File: src/rtl/tap_tempo_clock_generator_top_defines.svh
// ----------------------------------------------------------------------------
// Assertion macros for the tap tempo clock generator
// Each macro samples on clk and is disabled while rst_n is low.
// ----------------------------------------------------------------------------
`ifndef TAP_TEMPO_CLOCK_GENERATOR_TOP_DEFINES_SVH
`define TAP_TEMPO_CLOCK_GENERATOR_TOP_DEFINES_SVH
`ifndef SYNTHESIS
`define TTCG_ASSERT(lbl, expr) \
  lbl: assert property (@(posedge clk) disable iff (!rst_n) (expr)) \
    else $error("ttcg assertion failed");
`define TTCG_ASSERT_IMPL(lbl, ante, cons) \
  lbl: assert property (@(posedge clk) disable iff (!rst_n) (ante) |-> (cons)) \
    else $error("ttcg implication failed");
`define TTCG_ASSERT_NEXT(lbl, ante, cons) \
  lbl: assert property (@(posedge clk) disable iff (!rst_n) (ante) |=> (cons)) \
    else $error("ttcg next-cycle check failed");
`else
`define TTCG_ASSERT(lbl, expr)
`define TTCG_ASSERT_IMPL(lbl, ante, cons)
`define TTCG_ASSERT_NEXT(lbl, ante, cons)
`endif
`endif

File: src/rtl/ttcg_pkg.sv
`timescale 1ns / 1ps
// ----------------------------------------------------------------------------
// ttcg_pkg
// Shared widths, reset values, register indexes and divider status type.
// ----------------------------------------------------------------------------
package ttcg_pkg;

  localparam int TICKS_W      = 7;
  localparam int BEAT_W       = 24;
  localparam int PERIOD_OUT_W = 24;
  localparam int CFG_IDX_W    = 3;
  // result word: clock pulse, tap taken, led, period
  localparam int RES_W        = 3 + PERIOD_OUT_W;

  // divider lanes
  localparam int LANES        = 3;
  localparam int LANE_SINCE   = 0;
  localparam int LANE_SLOWEST = 1;
  localparam int LANE_FASTEST = 2;

  // register reset values
  localparam logic [TICKS_W-1:0] RST_TICKS_PER_TAP = 7'd24;
  localparam logic [BEAT_W-1:0]  RST_INITIAL_BEAT  = 24'd500000;
  localparam logic [BEAT_W-1:0]  RST_SLOWEST_BEAT  = 24'd1500000;
  localparam logic [BEAT_W-1:0]  RST_FASTEST_BEAT  = 24'd250000;
  localparam logic [BEAT_W-1:0]  RST_DEBOUNCE      = 24'd240000;
  localparam logic [BEAT_W-1:0]  RST_LED_WINDOW    = 24'd200000;

  typedef enum logic [CFG_IDX_W-1:0] {
    REG_TICKS_PER_TAP = 3'd0,
    REG_INITIAL_BEAT  = 3'd1,
    REG_SLOWEST_BEAT  = 3'd2,
    REG_FASTEST_BEAT  = 3'd3,
    REG_DEBOUNCE      = 3'd4,
    REG_LED_WINDOW    = 3'd5
  } cfg_reg_t;

  typedef struct packed {
    logic busy;
    logic done;
  } div_stat_t;

endpackage

File: src/rtl/ttcg_fifo.sv
`timescale 1ns / 1ps
`include "tap_tempo_clock_generator_top_defines.svh"
// ----------------------------------------------------------------------------
// ttcg_fifo
// Small register queue; push is dropped when full, pop ignored when empty.
// ----------------------------------------------------------------------------
module ttcg_fifo #(
  parameter int WIDTH = 8,
  parameter int DEPTH = 2
) (
  input  logic             clk,
  input  logic             rst_n,
  input  logic             push,
  input  logic [WIDTH-1:0] wdata,
  output logic             full,
  input  logic             pop,
  output logic [WIDTH-1:0] rdata,
  output logic             empty
);

  localparam int PTR_W = (DEPTH > 1) ? $clog2(DEPTH) : 1;
  localparam int CNT_W = $clog2(DEPTH + 1);

  logic [WIDTH-1:0] mem_r [DEPTH];
  logic [PTR_W-1:0] wr_ptr_r;
  logic [PTR_W-1:0] rd_ptr_r;
  logic [CNT_W-1:0] cnt_r;
  logic             do_push;
  logic             do_pop;

  assign full    = (cnt_r == CNT_W'(DEPTH));
  assign empty   = (cnt_r == '0);
  assign do_push = push && !full;
  assign do_pop  = pop && !empty;
  assign rdata   = mem_r[rd_ptr_r];

  // store incoming word
  always_ff @(posedge clk) begin
    if (do_push) begin
      mem_r[wr_ptr_r] <= wdata;
    end
  end

  // advance pointers and occupancy
  always_ff @(posedge clk) begin
    if (!rst_n) begin
      wr_ptr_r <= '0;
      rd_ptr_r <= '0;
      cnt_r    <= '0;
    end else begin
      if (do_push) begin
        wr_ptr_r <= (wr_ptr_r == PTR_W'(DEPTH - 1)) ? '0 : wr_ptr_r + PTR_W'(1);
      end
      if (do_pop) begin
        rd_ptr_r <= (rd_ptr_r == PTR_W'(DEPTH - 1)) ? '0 : rd_ptr_r + PTR_W'(1);
      end
      if (do_push && !do_pop) begin
        cnt_r <= cnt_r + CNT_W'(1);
      end else if (do_pop && !do_push) begin
        cnt_r <= cnt_r - CNT_W'(1);
      end
    end
  end

  `TTCG_ASSERT(a_fifo_cnt_bound, cnt_r <= CNT_W'(DEPTH))

endmodule

File: src/rtl/ttcg_div.sv
`timescale 1ns / 1ps
`include "tap_tempo_clock_generator_top_defines.svh"
// ----------------------------------------------------------------------------
// ttcg_div
// Restoring divider, one quotient bit per cycle, several dividends by one
// shared narrow divisor.
// ----------------------------------------------------------------------------
module ttcg_div #(
  parameter int DW = 24
) (
  input  logic                         clk,
  input  logic                         rst_n,
  input  logic                         start,
  input  logic [ttcg_pkg::TICKS_W-1:0] divisor,
  input  logic [DW-1:0]                dividend [ttcg_pkg::LANES],
  output ttcg_pkg::div_stat_t          status,
  output logic [DW-1:0]                quotient [ttcg_pkg::LANES]
);

  import ttcg_pkg::*;

  localparam int CNT_W = $clog2(DW + 1);

  logic [TICKS_W-1:0] dvsr_r;
  logic [TICKS_W-1:0] rem_r  [LANES];
  logic [DW-1:0]      num_r  [LANES];
  logic [TICKS_W:0]   rem_sh [LANES];
  logic [TICKS_W:0]   rem_nx [LANES];
  logic               q_bit  [LANES];
  logic [CNT_W-1:0]   cnt_r;
  logic               busy_r;
  logic               done_r;

  // one shift-subtract step on every lane
  always_comb begin
    for (int l = 0; l < LANES; l++) begin
      rem_sh[l] = {rem_r[l], num_r[l][DW-1]};
      q_bit[l]  = (rem_sh[l] >= {1'b0, dvsr_r});
      rem_nx[l] = q_bit[l] ? (rem_sh[l] - {1'b0, dvsr_r}) : rem_sh[l];
    end
  end

  // load operands, iterate, flag completion
  always_ff @(posedge clk) begin
    if (!rst_n) begin
      busy_r <= 1'b0;
      done_r <= 1'b0;
      cnt_r  <= '0;
    end else begin
      done_r <= 1'b0;
      if (start) begin
        busy_r <= 1'b1;
        cnt_r  <= CNT_W'(DW);
      end else if (busy_r) begin
        cnt_r <= cnt_r - CNT_W'(1);
        if (cnt_r == CNT_W'(1)) begin
          busy_r <= 1'b0;
          done_r <= 1'b1;
        end
      end
    end
  end

  // datapath registers
  always_ff @(posedge clk) begin
    if (start) begin
      dvsr_r <= divisor;
      for (int l = 0; l < LANES; l++) begin
        rem_r[l] <= '0;
        num_r[l] <= dividend[l];
      end
    end else if (busy_r) begin
      for (int l = 0; l < LANES; l++) begin
        rem_r[l] <= rem_nx[l][TICKS_W-1:0];
        num_r[l] <= {num_r[l][DW-2:0], q_bit[l]};
      end
    end
  end

  assign status.busy = busy_r;
  assign status.done = done_r;
  assign quotient    = num_r;

  `TTCG_ASSERT_IMPL(a_div_start_idle, start, !busy_r)

endmodule

File: src/rtl/ttcg_front.sv
`timescale 1ns / 1ps
`include "tap_tempo_clock_generator_top_defines.svh"
// ----------------------------------------------------------------------------
// ttcg_front
// Tick intake: tracks time since the last tap, debounces the switch and
// decides the LED level, then hands a tick word to the back end.
// ----------------------------------------------------------------------------
module ttcg_front #(
  parameter int TIME_WIDTH = 24
) (
  input  logic                        clk,
  input  logic                        rst_n,
  input  logic                        push,
  input  logic                        switch_down,
  input  logic [ttcg_pkg::BEAT_W-1:0] debounce_us,
  input  logic [ttcg_pkg::BEAT_W-1:0] led_window_us,
  input  logic                        mid_full,
  output logic                        mid_push,
  output logic [TIME_WIDTH+1:0]       mid_data
);

  import ttcg_pkg::*;

  localparam int TW = TIME_WIDTH;
  localparam int DW = (TW > BEAT_W) ? TW : BEAT_W;
  localparam logic [TW-1:0] TMAX = '1;
  localparam longint unsigned TMAX_L = (64'd1 << TW) - 64'd1;
  localparam longint unsigned RST_SINCE_L = 64'(RST_INITIAL_BEAT);
  localparam logic [TW-1:0] RST_SINCE =
    TW'((RST_SINCE_L > TMAX_L) ? TMAX_L : RST_SINCE_L);

  logic [TW-1:0] since_r;
  logic [TW-1:0] since_nxt;
  logic [TW-1:0] since_inc;
  logic          tap;
  logic          led;

  // saturating tick count, debounced tap test, LED window
  assign since_inc = (since_r == TMAX) ? since_r : since_r + TW'(1);
  assign tap       = switch_down && (DW'(since_inc) > DW'(debounce_us));
  assign since_nxt = tap ? '0 : since_inc;
  assign led       = (DW'(since_nxt) < DW'(led_window_us));

  assign mid_push = push && !mid_full;
  assign mid_data = {tap, led, since_inc};

  // hold elapsed time
  always_ff @(posedge clk) begin
    if (!rst_n) begin
      since_r <= RST_SINCE;
    end else if (mid_push) begin
      since_r <= since_nxt;
    end
  end

  `TTCG_ASSERT_NEXT(a_front_tap_clears, mid_push && tap, since_r == '0)

endmodule

File: src/rtl/ttcg_back.sv
`timescale 1ns / 1ps
`include "tap_tempo_clock_generator_top_defines.svh"
// ----------------------------------------------------------------------------
// ttcg_back
// Execution side: runs the pulse countdown, and on a tap divides and clamps
// the new period before writing the result word.
// ----------------------------------------------------------------------------
module ttcg_back #(
  parameter int TIME_WIDTH = 24
) (
  input  logic                         clk,
  input  logic                         rst_n,
  input  logic                         mid_empty,
  input  logic [TIME_WIDTH+1:0]        mid_data,
  output logic                         mid_pop,
  input  logic [ttcg_pkg::TICKS_W-1:0] ticks_per_tap,
  input  logic [ttcg_pkg::BEAT_W-1:0]  slowest_beat_us,
  input  logic [ttcg_pkg::BEAT_W-1:0]  fastest_beat_us,
  input  logic                         out_full,
  output logic                         out_push,
  output logic [ttcg_pkg::RES_W-1:0]   out_data
);

  import ttcg_pkg::*;

  localparam int TW = TIME_WIDTH;
  localparam int DW = (TW > BEAT_W) ? TW : BEAT_W;
  localparam logic [TW-1:0] TMAX = '1;
  localparam longint unsigned TMAX_L = (64'd1 << TW) - 64'd1;
  localparam longint unsigned RST_P_L =
    64'(RST_INITIAL_BEAT) / 64'(RST_TICKS_PER_TAP);
  localparam logic [TW-1:0] RST_PERIOD = TW'((RST_P_L > TMAX_L) ? TMAX_L : RST_P_L);

  typedef enum logic [0:0] {
    ST_IDLE,
    ST_DIV
  } state_t;

  state_t             state_r, state_nxt;
  logic [TW-1:0]      cnt_r, cnt_nxt;
  logic [TW-1:0]      period_r, period_nxt;
  logic               pulse_r, pulse_nxt;
  logic               led_r, led_nxt;

  logic               rec_tap;
  logic               rec_led;
  logic [TW-1:0]      rec_since;
  logic               pulse_now;
  logic [TW-1:0]      reload;
  logic [TICKS_W-1:0] ticks_eff;
  logic               div_start;
  div_stat_t          div_st;
  logic [DW-1:0]      dividend [LANES];
  logic [DW-1:0]      quot     [LANES];
  logic [TW-1:0]      cand, hi, lo, p_keep, p_hi, p_new;
  logic [TW:0]        limit;

  // unpack tick word
  assign rec_tap   = mid_data[TW+1];
  assign rec_led   = mid_data[TW];
  assign rec_since = mid_data[TW-1:0];

  // countdown reload from the current period
  assign pulse_now = (cnt_r == '0);
  assign reload    = (period_r == '0) ? '0 : period_r - TW'(1);

  // divider operands
  assign ticks_eff              = (ticks_per_tap == '0) ? TICKS_W'(1) : ticks_per_tap;
  assign dividend[LANE_SINCE]   = DW'(rec_since);
  assign dividend[LANE_SLOWEST] = DW'(slowest_beat_us);
  assign dividend[LANE_FASTEST] = DW'(fastest_beat_us);

  ttcg_div #(
    .DW (DW)
  ) u_div (
    .clk      (clk),
    .rst_n    (rst_n),
    .start    (div_start),
    .divisor  (ticks_eff),
    .dividend (dividend),
    .status   (div_st),
    .quotient (quot)
  );

  // missed-tap filter, then slowest and fastest clamps
  assign cand   = TW'(quot[LANE_SINCE]);
  assign hi     = (quot[LANE_SLOWEST] > DW'(TMAX)) ? TMAX : TW'(quot[LANE_SLOWEST]);
  assign lo     = (quot[LANE_FASTEST] > DW'(TMAX)) ? TMAX : TW'(quot[LANE_FASTEST]);
  assign limit  = (TW+1)'(period_r) + (TW+1)'(period_r >> 1) + (TW+1)'(period_r >> 2);
  assign p_keep = ((TW+1)'(cand) < limit) ? cand : period_r;
  assign p_hi   = (p_keep > hi) ? hi : p_keep;
  assign p_new  = (p_hi < lo) ? lo : p_hi;

  // sequence one tick word at a time
  always_comb begin
    state_nxt  = state_r;
    cnt_nxt    = cnt_r;
    period_nxt = period_r;
    pulse_nxt  = pulse_r;
    led_nxt    = led_r;
    mid_pop    = 1'b0;
    out_push   = 1'b0;
    div_start  = 1'b0;
    out_data   = {pulse_r, 1'b1, led_r, PERIOD_OUT_W'(p_new)};
    case (state_r)
      ST_IDLE: begin
        if (!mid_empty && !out_full) begin
          mid_pop   = 1'b1;
          pulse_nxt = pulse_now;
          cnt_nxt   = pulse_now ? reload : cnt_r - TW'(1);
          if (rec_tap) begin
            div_start = 1'b1;
            led_nxt   = rec_led;
            state_nxt = ST_DIV;
          end else begin
            out_push = 1'b1;
            out_data = {pulse_now, 1'b0, rec_led, PERIOD_OUT_W'(period_r)};
          end
        end
      end
      ST_DIV: begin
        if (div_st.done) begin
          out_push   = 1'b1;
          period_nxt = p_new;
          state_nxt  = ST_IDLE;
        end
      end
      default: begin
        state_nxt = ST_IDLE;
      end
    endcase
  end

  // hold state and period
  always_ff @(posedge clk) begin
    if (!rst_n) begin
      state_r  <= ST_IDLE;
      cnt_r    <= '0;
      period_r <= RST_PERIOD;
      pulse_r  <= 1'b0;
      led_r    <= 1'b0;
    end else begin
      state_r  <= state_nxt;
      cnt_r    <= cnt_nxt;
      period_r <= period_nxt;
      pulse_r  <= pulse_nxt;
      led_r    <= led_nxt;
    end
  end

  `TTCG_ASSERT_IMPL(a_back_out_room, out_push, !out_full)
  `TTCG_ASSERT_NEXT(a_back_div_wait, div_start, state_r == ST_DIV && div_st.busy)
  `TTCG_ASSERT_NEXT(a_back_period_hold, !(state_r == ST_DIV && div_st.done), $stable(period_r))

endmodule

File: src/rtl/tap_tempo_clock_generator_top.sv
`timescale 1ns / 1ps
// ----------------------------------------------------------------------------
// tap_tempo_clock_generator_top
// Tap tempo clock: one word per microsecond tick in, one result word out.
// ----------------------------------------------------------------------------
// Usage:
//  Input queue: present in_switch_down with push; the word is taken when
//  full is low. Send one word per microsecond tick.
//  Result queue: while empty is low the oldest result sits on the out_ ports;
//  pop takes it. Every input word gives exactly one result word.
//  Config: cfg_index/cfg_data with cfg_valid; cfg_ready is always high.
//  Write only while no word is in flight.
// Timing:
//  A word without a tap passes from the input queue through the back end into the
//  result queue; such words flow at one per cycle while the result queue has room
//  and no tap word is in the back end. A tap word holds the back end while the
//  bit-serial divider forms the new period and both clamp limits. Input words
//  keep queuing meanwhile until full rises.
// Reset: registers take their default values, the elapsed time restarts
//  from the default initial beat and the first word emits a pulse.
// Stall: while pop stays low results queue up, then full rises and input
//  stops; nothing is dropped.
// ----------------------------------------------------------------------------
module tap_tempo_clock_generator_top #(
  parameter int TIME_WIDTH = 24
) (
  input  logic                             clk,
  input  logic                             rst_n,
  // input queue
  input  logic                             push,
  output logic                             full,
  input  logic                             in_switch_down,
  // result queue
  output logic                             empty,
  input  logic                             pop,
  output logic                             out_clock_pulse,
  output logic                             out_tap_taken,
  output logic                             out_led_lit,
  output logic [ttcg_pkg::PERIOD_OUT_W-1:0] out_clock_period_us,
  // configuration
  input  logic                             cfg_valid,
  output logic                             cfg_ready,
  input  logic [ttcg_pkg::CFG_IDX_W-1:0]   cfg_index,
  input  logic [ttcg_pkg::BEAT_W-1:0]      cfg_data
);

  import ttcg_pkg::*;

  localparam int MID_W = TIME_WIDTH + 2;

  logic [TICKS_W-1:0] ticks_r;
  logic [BEAT_W-1:0]  slowest_r;
  logic [BEAT_W-1:0]  fastest_r;
  logic [BEAT_W-1:0]  debounce_r;
  logic [BEAT_W-1:0]  led_win_r;

  logic               mid_push;
  logic [MID_W-1:0]   mid_wdata;
  logic               mid_full;
  logic               mid_pop;
  logic [MID_W-1:0]   mid_rdata;
  logic               mid_empty;
  logic               res_push;
  logic [RES_W-1:0]   res_wdata;
  logic               res_full;
  logic [RES_W-1:0]   res_rdata;

  assign cfg_ready = 1'b1;

  // register file; initial beat only shapes the reset state
  always_ff @(posedge clk) begin
    if (!rst_n) begin
      ticks_r    <= RST_TICKS_PER_TAP;
      slowest_r  <= RST_SLOWEST_BEAT;
      fastest_r  <= RST_FASTEST_BEAT;
      debounce_r <= RST_DEBOUNCE;
      led_win_r  <= RST_LED_WINDOW;
    end else if (cfg_valid && cfg_ready) begin
      case (cfg_index)
        REG_TICKS_PER_TAP: ticks_r    <= cfg_data[TICKS_W-1:0];
        REG_INITIAL_BEAT:  ticks_r    <= ticks_r;
        REG_SLOWEST_BEAT:  slowest_r  <= cfg_data;
        REG_FASTEST_BEAT:  fastest_r  <= cfg_data;
        REG_DEBOUNCE:      debounce_r <= cfg_data;
        REG_LED_WINDOW:    led_win_r  <= cfg_data;
        default:           ticks_r    <= ticks_r;
      endcase
    end
  end

  assign full = mid_full;

  ttcg_front #(
    .TIME_WIDTH (TIME_WIDTH)
  ) u_front (
    .clk           (clk),
    .rst_n         (rst_n),
    .push          (push),
    .switch_down   (in_switch_down),
    .debounce_us   (debounce_r),
    .led_window_us (led_win_r),
    .mid_full      (mid_full),
    .mid_push      (mid_push),
    .mid_data      (mid_wdata)
  );

  ttcg_fifo #(
    .WIDTH (MID_W),
    .DEPTH (2)
  ) u_mid_q (
    .clk   (clk),
    .rst_n (rst_n),
    .push  (mid_push),
    .wdata (mid_wdata),
    .full  (mid_full),
    .pop   (mid_pop),
    .rdata (mid_rdata),
    .empty (mid_empty)
  );

  ttcg_back #(
    .TIME_WIDTH (TIME_WIDTH)
  ) u_back (
    .clk             (clk),
    .rst_n           (rst_n),
    .mid_empty       (mid_empty),
    .mid_data        (mid_rdata),
    .mid_pop         (mid_pop),
    .ticks_per_tap   (ticks_r),
    .slowest_beat_us (slowest_r),
    .fastest_beat_us (fastest_r),
    .out_full        (res_full),
    .out_push        (res_push),
    .out_data        (res_wdata)
  );

  ttcg_fifo #(
    .WIDTH (RES_W),
    .DEPTH (2)
  ) u_res_q (
    .clk   (clk),
    .rst_n (rst_n),
    .push  (res_push),
    .wdata (res_wdata),
    .full  (res_full),
    .pop   (pop),
    .rdata (res_rdata),
    .empty (empty)
  );

  // split result word
  assign out_clock_pulse     = res_rdata[RES_W-1];
  assign out_tap_taken       = res_rdata[RES_W-2];
  assign out_led_lit         = res_rdata[RES_W-3];
  assign out_clock_period_us = res_rdata[PERIOD_OUT_W-1:0];

endmodule
File: config.mk
export PLATFORM = sky130hd
export DESIGN_NAME = tap_tempo_clock_generator_top
export DESIGN_NICKNAME = d
export VERILOG_FILES = /design/src/rtl/ttcg_pkg.sv /design/src/rtl/ttcg_fifo.sv /design/src/rtl/ttcg_div.sv /design/src/rtl/ttcg_front.sv /design/src/rtl/ttcg_back.sv /design/src/rtl/tap_tempo_clock_generator_top.sv
export VERILOG_INCLUDE_DIRS = /design/src /design/src/rtl
export SDC_FILE = /design/constraint.sdc
export NUM_CORES = 1
export LEC_CHECK = 0
export BUFFER_PORTS_ARGS = -buffer_cell sky130_fd_sc_hd__buf_2
export CAP_MARGIN = 20
export CORE_MARGIN = 2
export CORE_UTILIZATION = 64
export DETAILED_ROUTE_END_ITERATION = 12
export PLACE_DENSITY = 0.81
export SYNTH_ARGS = -nofsm -noshare
export SYNTH_HDL_FRONTEND = slang
export SYNTH_SLANG_ARGS = --single-unit
File: constraint.sdc
create_clock -name clk -period 11.5 [get_ports clk]
set_clock_uncertainty 0.1 [all_clocks]
set_input_delay 2.3 -clock clk [delete_from_list [all_inputs] [get_ports clk]]
set_output_delay 2.3 -clock clk [all_outputs]
set_load 0.005 [all_outputs]
==> After elaboration in Yosys (flattened, before gate mapping) <==
Memories as Yosys holds them, arrays and structs flattened. A register that Yosys moved wholly into a read port is not among the register bits.
Cells that the tools add are included.
{ "op_classes": {"n_addsub": 17, "multipliers": 0, "n_div": 0, "magnitude_cmp": 10, "eq_ne": 8, "shift": 0, "mux": 58, "n_bitwise": 6, "n_reduce_logical": 38} }
{ "op_table": {"columns": ["cell", "n"], "rows": [
  ["24-bit 2-to-1 mux", 9],
  ["72-bit 2-to-1 mux", 2],
  ["27-bit 2-to-1 mux", 3],
  ["24-bit greater-than comparator", 2],
  ["24-bit greater-than comparator, second input constant", 2],
  ["24-bit zero test", 2],
  ["24-bit < comparator", 2],
  ["24-bit by 1-bit subtractor with 24-bit output, second input constant", 2],
  ["7-bit 2-to-1 mux", 6],
  ["1-bit 2-to-1 mux", 30],
  ["24-bit by 23-bit adder with 25-bit output", 1],
  ["25-bit by 22-bit adder with 25-bit output", 1],
  ["24-bit by 25-bit < comparator with 1-bit output", 1],
  ["24-bit by 1-bit adder with 24-bit output, second input constant", 1],
  ["24-bit == test, second input constant", 1],
  ["8-bit by 7-bit >= comparator with 1-bit output", 3],
  ["7-bit subtractor", 3],
  ["2-bit AND reduction", 7],
  ["1-bit logical AND", 11],
  ["5-bit 2-to-1 mux", 2],
  ["1-bit zero test", 8],
  ["2-bit 2-to-1 mux", 4],
  ["7-bit zero test", 1],
  ["3-bit by 2-bit == test with 1-bit output, second input constant", 2],
  ["other kinds (16)", 31]
]} }
{ "word_totals": {"reg_bits": 272, "latch_bits": 0, "ram_bits": 127, "mem_bits_ro": 0, "in_bits": 33, "out_inout_bits": 30, "elab_cells": 165, "mem_count": 3} }
{ "memory_table": {"columns": ["name", "words", "word_bits", "read_ports", "rd_ports_with_merged_regs", "wr", "line", "rtl"], "rows": [
  ["u_res_q.mem_r", 2, 27, 1, 1, 1, "ttcg_fifo.sv:24", "logic [WIDTH-1:0] mem_r [DEPTH];"],
  ["u_mid_q.mem_r", 2, 26, 1, 1, 1, "ttcg_fifo.sv:24", null],
  ["u_back.u_div.rem_r", 3, 7, 3, 0, 3, "ttcg_div.sv:25", "logic [TICKS_W-1:0] rem_r [LANES];"]
]} }

==> Longest topological paths before layout <==
Gate-level depths: netlist of the first run.
{ "depth": {"depth_word": 11, "depth_mapped": 48, "depth_no_buf": 40} }

==> Hierarchy <==
Synthesis of the first run repeated with hierarchy kept, for this count alone.
{ "hier_totals": {"cells_unflattened": 2417, "hier_area_um2": 24445.9} }
{ "by_module_without_submodules": {"columns": ["module", "n_inst", "cells_each", "area_each_um2", "seq_area_each_um2"], "rows": [
  ["ttcg_back", 1, 985, 7603.5, 1021.0],
  ["ttcg_div", 1, 430, 5606.6, 3143.0],
  ["tap_tempo_clock_generator_top", 1, 386, 3978.8, 2062.0],
  ["ttcg_front", 1, 401, 2969.1, 480.5],
  ["ttcg_fifo (u_res_q)", 1, 109, 2179.6, 1721.7],
  ["ttcg_fifo (u_mid_q)", 1, 106, 2108.3, 1661.6]
]} }

==> Worst setup path after synthesis of the first run <==
Ideal clock, no wire load.
{ "synth_timing": {"path_kind": "register -> register", "start": "reg u_back.period_r[2]", "end": "mem u_res_q.mem_r[0][18] (netlist bit), data pin", "setup_ns": 0.140, "arrival_ns": 9.757, "required_time_ns": 11.260, "path_slack_ns": 1.503, "stages_incl_launch_ff": 46, "path_buffers": 8, "synth_period_minus_slack_ns": 9.997, "cell_sequence": "dfxtp_1 fa_1 ha_1 inv_1 fa_1 nor2b_1 o21ai_0 a21boi_0 o31ai_1 a311oi_1 o21ai_0 a21oi_1 nor4_1 a311oi_1 ha_1 nand3_1 o221a_2 o21ai_0 [10 not listed] or2_1 or4_1 o21ai_2 buf_2 buf_1 o211ai_1 o221ai_1 ha_1 nand2_1 or3_1 a2111oi_0 o211ai_1 o31ai_2 buf_6 buf_2 clkbuf_1 nand3_1 nand3_1"} }
{ "synth_via": {"elab_chain_cells": 11} }
{ "synth_lines": {"columns": ["item", "line", "rtl"], "rows": [
  ["start, declared", "ttcg_back.sv:41", "logic [TW-1:0] period_r, period_nxt;"],
  ["start signal, assigned", "ttcg_back.sv:145", "period_r <= period_nxt;"],
  ["24-bit by 23-bit adder with 25-bit output", "ttcg_back.sv:89", "assign limit = (TW+1)'(period_r) + (TW+1)'(period_r >> 1) + (TW+1)'(period_r >> 2);"],
  ["25-bit by 22-bit adder with 25-bit output", "ttcg_back.sv:89", null],
  ["24-bit by 25-bit < comparator with 1-bit output", "ttcg_back.sv:90", "assign p_keep = ((TW+1)'(cand) < limit) ? cand : period_r;"],
  ["24-bit 2-to-1 mux *", "ttcg_back.sv:90", null],
  ["24-bit greater-than comparator", "ttcg_back.sv:91", "assign p_hi = (p_keep > hi) ? hi : p_keep;"],
  ["24-bit 2-to-1 mux *", "ttcg_back.sv:91", null],
  ["24-bit < comparator", "ttcg_back.sv:92", "assign p_new = (p_hi < lo) ? lo : p_hi;"],
  ["24-bit 2-to-1 mux *", "ttcg_back.sv:92", null],
  ["27-bit 2-to-1 mux", "ttcg_back.sv:111", "if (rec_tap) begin"],
  ["27-bit 2-to-1 mux", "ttcg_back.sv:107", "if (!mid_empty && !out_full) begin"],
  ["27-bit 2-to-1 mux *", "ttcg_back.sv:105", "case (state_r)"],
  ["via res_wdata[18]", "tap_tempo_clock_generator_top.sv:64", "logic [RES_W-1:0] res_wdata;"],
  ["end, declared", "ttcg_fifo.sv:24", null]
]} }
The timed path passes the listed nets; every way through them passes the cells marked *.

==> Worst setup path in the final report of the first run <==
{ "layout_timing": {"start": "reg u_back.period_r[3]", "end": "mem u_res_q.mem_r[0][21] (netlist bit), data pin"} }
Same word-level chain as after synthesis.

==> results.cfg, run 1 <==
[outcome]
outcome = completed

[synthesis]
synthFlopType = edfxtp_1
synth_seq_cells = 401
syn_nets = 2896
synth_edf_count = 206
synth_top_cell_area_share_pct = 25.6
yosys.area.top_type = edfxtp_1
yosys-top-cells-area = edfxtp_1 26%, dfxtp_1 16%, ha_1 10%
yosys_warnings = 0
seq_area_frac_synth_pct = 41.8
synth_area_um2 = 24100
async_flop_share_pct = 0
syn_area_per_cell_um2 = 9.13
yosys.cell_types.count = 67
syn_inst = 2642

[global_routing]
grt_pass1_vias = 18900
antenna_found_initial = 1
grt-ovfl-total = 0
grt_util_all_layers_pct = 35.8
grt_pass1_wl_mm = 107
grt_max_degree = 119

[worst_setup_path]
endpoint_kind = flop
worstSetupStartpointType = flop
path_class = flop to flop
worstPathRequired_ns = 11.81
arrival_ns = 11.09
regToRegEndpoint = u_res_q.mem_r[0][21]
r2r_cells = 42
slowest_stage = o221ai_1
critPathMaxFanout = 55
worst_path_largest_cell_delay_ns = 0.62
reg2reg_slack_ns = 0.73
critPathTopFamily = compound AO/OA/AOI/OAI gates
crit_buf_inv = 4
r2r-start = u_back.period_r[3]
critPathLaunch = u_back.period_r[3]

[clocking]
cts_hold_buf = 0
path_clk_slew_ns = 0.07
post_cts_resized = 0
h-tree-depth = 2
cts_tree = done
clk_latency_ns = 0.58
cts_sinks = 401
cts_setup_buffers = 0
cts_buffers = 42
cts_buffer_depth = 3
cts_root_buf = clkbuf_16

[drt]
avgRoutedWirePerCell_um = 21.8
drc = 0
wirelength_mm = 69.5
ant_nets = 0
firstDrtPassIters = 6
drtIter0Drc = 2222
vias_per_cell = 6.31
via_count = 20100

[layout]
n_antenna_cell = 0
drive_above_1_share_pct = 9.00
final_net_count = 2898
area_growth_pct = 9.68
fin_util_pct = 70.7

[die]
die_h_um = 198
io_pins = 63
die_area_um2 = 39300
die_w_um = 198
core_area_um2 = 37400
initial_core_util_pct = 64.5
rows = 71

[pwr]
fin_total_pwr_mw = 7.59
p_leak_nw = 10.5
vdd_ir_drop_max_v = 0.000216
power.density_nw_per_um2 = 287

[hold_path]
min_path_cells = 0
worstHoldEndpoint = u_back.u_div.dvsr_r[4]
min_path_type = flop to flop
min-delay-start = ticks_r[4]

[timing]
period_share_pct = 93.7
setup_viol = 0
hold_violations = 0
fmax_ghz = 0.0928
setup_tns_ns = 0
worstMarginPinSlew_ns = 1.11
finalCriticalPeriod_ns = 10.77
rsz0062_at_grt = false
maxSlewHeadroom_pct = 26.1
slew_viol_final = 0

[placed_design]
dpl.hpwl_mm = 51.3
routabilityCongestion = 0.981
io_buffers = 61

[job]
max_cap_viol_count = 0
==> layout by cell type (no fill, tap or decap), types with 25 or more instances in the layout <==
cell type	Yosys	final
or4_1	47	47
ha_1	194	194
buf_4	1	41
o221ai_1	29	29
nand4_1	27	27
mux2_2	29	29
and2_1	46	46
a21o_1	42	42
o21ai_0	173	170
mux2i_1	25	25
a21boi_0	97	96
nand2_1	425	423
nor2_1	108	107
nor3_1	33	31
o211ai_1	42	42
a31oi_1	33	32
buf_2	5	60
a21oi_1	82	82
clkbuf_16	0	44
nand3_1	153	153
nor2b_1	30	29
edfxtp_1	206	206
inv_1	174	172
dfxtp_1	195	195
fa_1	27	27
xnor2_1	59	59
==> per-stage QoR <==
stage	hold slack, ns	instance area [µm²]	cells	worst slack [ns]
floorplan	0.340	24100	2642	1.50
global placement	0.343	24900	3105	0.744
detailed placement	0.351	24900	3107	0.304
CTS	0.365	26400	3184	0.250
global route	0.381	26500	3188	0.0539
finish	0.362	26500	3188	0.727
==> Yosys cell counts (all sizes together), types with 15 or more instances <==
| master | n |
|---|---|
| nand2 | 425 |
| o211ai | 42 |
| nor2b | 30 |
| edfxtp | 206 |
| dfxtp | 195 |
| and2 | 46 |
| nor2 | 108 |
| o221ai | 29 |
| a32oi | 21 |
| mux2 | 29 |
| nor3 | 33 |
| o21a | 15 |
| a211oi | 16 |
| ha | 194 |
| nand2b | 15 |
| nand3 | 153 |
| nor4 | 16 |
| mux2i | 25 |
| a31oi | 33 |
| buf | 21 |
| nand4 | 27 |
| a21o | 42 |
| clkbuf | 129 |
| xor2 | 24 |
| or4 | 47 |
| o21ai | 177 |
| a21boi | 97 |
| a21oi | 82 |
| xnor2 | 59 |
| inv | 174 |
| fa | 27 |
==> cell families after synthesis <==
logic type,count (synthesis),share of synthesized area [%]
XOR/XNOR,83,3.01
multiplexers,54,2.39
flip-flops,401,41.8
buffers and inverters,324,5.18
adder cells (fa/ha/maj),221,12.3
other,1,0.0155
AND/OR/NAND/NOR,950,18.7
AO/OA/AOI/OAI,608,16.6
==> where the power goes <==
part           total [mW]  switching [mW]  internal (mW)
logic                3.82            2.47           1.35
registers            2.32           0.234           2.09
clock network        1.45           0.589          0.859
total                7.59            3.29           4.30
==> worst max path at each step <==
stage / slack [ns] / to / cells after the start
4_1_cts: 0.25 / u_res_q.mem_r[0][1] / 42
5_1_grt: 0.05 / u_res_q.mem_r[0][8] / 44
3_3_place_gp: 0.74 / u_res_q.mem_r[0][17] / 44
6_report: 0.73 / u_res_q.mem_r[0][21] / 42
3_5_place_dp: 0.30 / u_res_q.mem_r[1][1] / 42
2_1_floorplan: 1.50 / u_res_q.mem_r[0][18] / 45
==> metal layers <==
metal / vias up / part of all wire, % / wire length [µm] / global-route usage, %
met1: 9593 / 42 / 28900 / 49.0
li1: 9455 / - / - / -
met3: 169 / 8.4 / 5860 / 5.79
met5: - / 0.019 / 13 / 0
met2: 890 / 45 / 31400 / 56.0
met4: 2 / 4.7 / 3280 / 16.3
==> registers in the layout (all words and copies together), names as in the netlist, 2 cells and up, named ones only <==
| signal | count |
|---|---|
| ticks_r | 7 |
| u_res_q.mem_r | 54 |
| u_back.u_div.dvsr_r | 7 |
| u_back.cnt_r | 24 |
| u_back.u_div.quotient | 72 |
| u_mid_q.cnt_r | 2 |
| u_back.period_r | 24 |
| u_front.since_r | 24 |
| slowest_r | 24 |
| debounce_r | 24 |
| u_back.u_div.cnt_r | 5 |
| u_mid_q.mem_r | 52 |
| fastest_r | 24 |
| u_res_q.cnt_r | 2 |
| led_win_r | 24 |
| u_back.u_div.rem_r | 21 |
==> final cells by class <==
type,instances,area [µm²]
clock inverters,24,297
inverters,174,653
well taps,511,639
repair buffers,107,738
fillers,2859,10900
multi-input cells,1918,12900
clock buffers,53,1160
flip-flops and latches,401,10100
(Power assumes the default switching activity.)
==> inputs of run 2 (changes only) <==
ABC_AREA = 1   (was unset)
==> results.cfg, run 2 <==
[worst_setup_path]
r2r-start = u_back.period_r[6]
path_class = flop to flop
slowest_stage = dfxtp_1
critPathMaxFanout = 42
worstSetupStartpointType = flop
reg2reg_slack_ns = 1.67
worst_path_largest_cell_delay_ns = 0.58
endpoint_kind = flop
regToRegEndpoint = u_res_q.mem_r[1][8]
r2r_cells = 43
critPathMostFrequentCell = nand2_1
worstPathRequired_ns = 11.77
arrival_ns = 10.10

[clocking]
clk_latency_ns = 0.57
cts_sinks = 401
cts_hold_buf = 0
cts_buffers = 44
path_clk_slew_ns = 0.06
h-tree-depth = 2
cts_tree = done
cts_buffer_depth = 3
cts_setup_buffers = 0
post_cts_resized = 0
cts_root_buf = clkbuf_16

[placed_design]
io_buffers = 61
place_area_um2 = 24000
dpl.hpwl_mm = 51.1
routabilityCongestion = 0.923

[layout]
register_area_um2 = 10100
final_cell_mix = 488 x nand2_1, 387 x inv_1, 291 x o21ai_0
layout_commonest_cell = nand2_1
n_fill_cell = 2826
final_net_count = 3078
area_growth_pct = 9.42
drive_above_1_share_pct = 7.56
stdcell_area_um2 = 25500
multi_input_area_um2 = 11300
n_antenna_cell = 0
largest_reg_flops = 72

[global_routing]
antenna_found_initial = 1
grt_util_all_layers_pct = 36.5
grt_max_degree = 105
grt_pass1_vias = 18900
grt_pass1_wl_mm = 106
grt-ovfl-total = 0

[synthesis]
syn_inst = 2799
yosys.area.top_type = edfxtp_1
synth_top_cell_area_share_pct = 26.5
async_flop_share_pct = 0
synth_seq_cells = 401
seq_area_frac_synth_pct = 43.3
syn_area_per_cell_um2 = 8.33
yosys-top-cells-area = edfxtp_1 27%, dfxtp_1 17%, ha_1 10%
yosys.cell_types.count = 49
synthMostInstantiatedCell = nand2_1
synth_area_um2 = 23300
synthFlopType = edfxtp_1
netlist_top_cells_count = 489 x nand2_1, 387 x inv_1, 291 x o21ai_0, 220 x a21oi_1, 213 x nor2_1
synth_edf_count = 206
yosys_warnings = 0
syn_nets = 3053

[die]
die_h_um = 195
core_area_um2 = 35700
io_pins = 63
initial_core_util_pct = 65.2
die_w_um = 195
rows = 69
die_area_um2 = 38000

[timing]
maxSlewHeadroom_pct = 30.8
setup_tns_ns = 0
period_share_pct = 85.4
worstMarginPinSlew_ns = 1.03
finalCriticalPeriod_ns = 9.83
slew_viol_final = 0
holdWs_ns = 0.350
hold_violations = 0
setup_viol = 0
fmax_ghz = 0.102
rsz0062_at_grt = false

[drt]
via_count = 20000
ant_nets = 0
avgRoutedWirePerCell_um = 20.9
firstDrtPassIters = 6
drtIter0Drc = 2165
drc = 0
vias_per_cell = 6.02
wirelength_mm = 69.2

[hold_path]
min_path_cells = 2
worstHoldEndpoint = u_back.led_r
min_path_type = flop to flop
min-delay-start = u_back.led_r

[outcome]
outcome = completed

[pwr]
vdd_ir_drop_max_v = 0.000221
power.density_nw_per_um2 = 289
p_leak_nw = 11.4

[job]
max_cap_viol_count = 0
[run 2: how the worst max path moves through the flow]
stage,cells after the start,end,start,slack [ns]
after global placement,44,u_back.period_r[9],u_back.period_r[2],1.37
after floorplan,52,u_res_q.mem_r[0][12],u_back.period_r[2],3.71
after detailed placement,43,u_res_q.mem_r[0][8],u_back.period_r[2],1.33
after CTS,43,u_res_q.mem_r[1][8],u_back.period_r[2],1.28
final,43,u_res_q.mem_r[1][8],u_back.period_r[6],1.67
after global routing,42,u_res_q.mem_r[0][8],u_back.period_r[5],0.87
[run 2: metrics by stage]
| stage | util (%) | power (mW) | setup WS [ns] | std cells |
|---|---|---|---|---|
| after floorplan | - | 4.74 | 3.71 | 2799 |
| after global placement | 67.1 | 5.69 | 1.37 | 3236 |
| after detailed placement | 67.2 | 5.81 | 1.33 | 3238 |
| after CTS | 71.3 | 7.28 | 1.28 | 3318 |
| after global routing | 71.4 | 7.85 | 0.866 | 3319 |
| final | 71.4 | 7.38 | 1.67 | 3319 |
[run 2: logic make-up after synthesis]
family / synth area share, %
buffers and inverters: 8.35
adder cells (fa/ha/maj): 12.7
multiplexers: 1.39
other: 0.0161
AO/OA/AOI/OAI: 14.8
XOR/XNOR: 2.86
AND/OR/NAND/NOR: 16.5
flip-flops: 43.3
[run 2: critical path, delay by kind of cell, from the launching register on]
kind / cells / cell delay [ns]
compound gates: 16 / 3.44
simple gates: 18 / 2.77
xor+xnor: 1 / 0.18
flops: 1 / 0.58
fa+ha+maj: 5 / 1.82
buf+inv: 3 / 0.70
[run 2: area by class of cell]
class                   count  share of cell area (%)
inverters                 392                    5.77
clock buffers              56                    4.78
clock inverters            24                    1.02
repair buffers             91                    2.25
well taps                 461                    2.26
multi-input cells        1894                    44.4
flip-flops and latches    401                    39.6
[run 2: routing by layer]
layer | share of wire (%) | track usage (%) | wire length, µm
met1 | 42 | 50.0 | 28900
met2 | 45 | 58.0 | 31300
met3 | 9.2 | 5.95 | 6400
met4 | 3.9 | 14.9 | 2700
met5 | 0 | 0 | 0
[run 2: where the power goes]
group / internal, mW / switching [mW] / total (mW)
clock: 0.864 / 0.589 / 1.45
combinational: 1.11 / 2.45 / 3.56
sequential: 2.15 / 0.221 / 2.37
total: 4.12 / 3.26 / 7.38
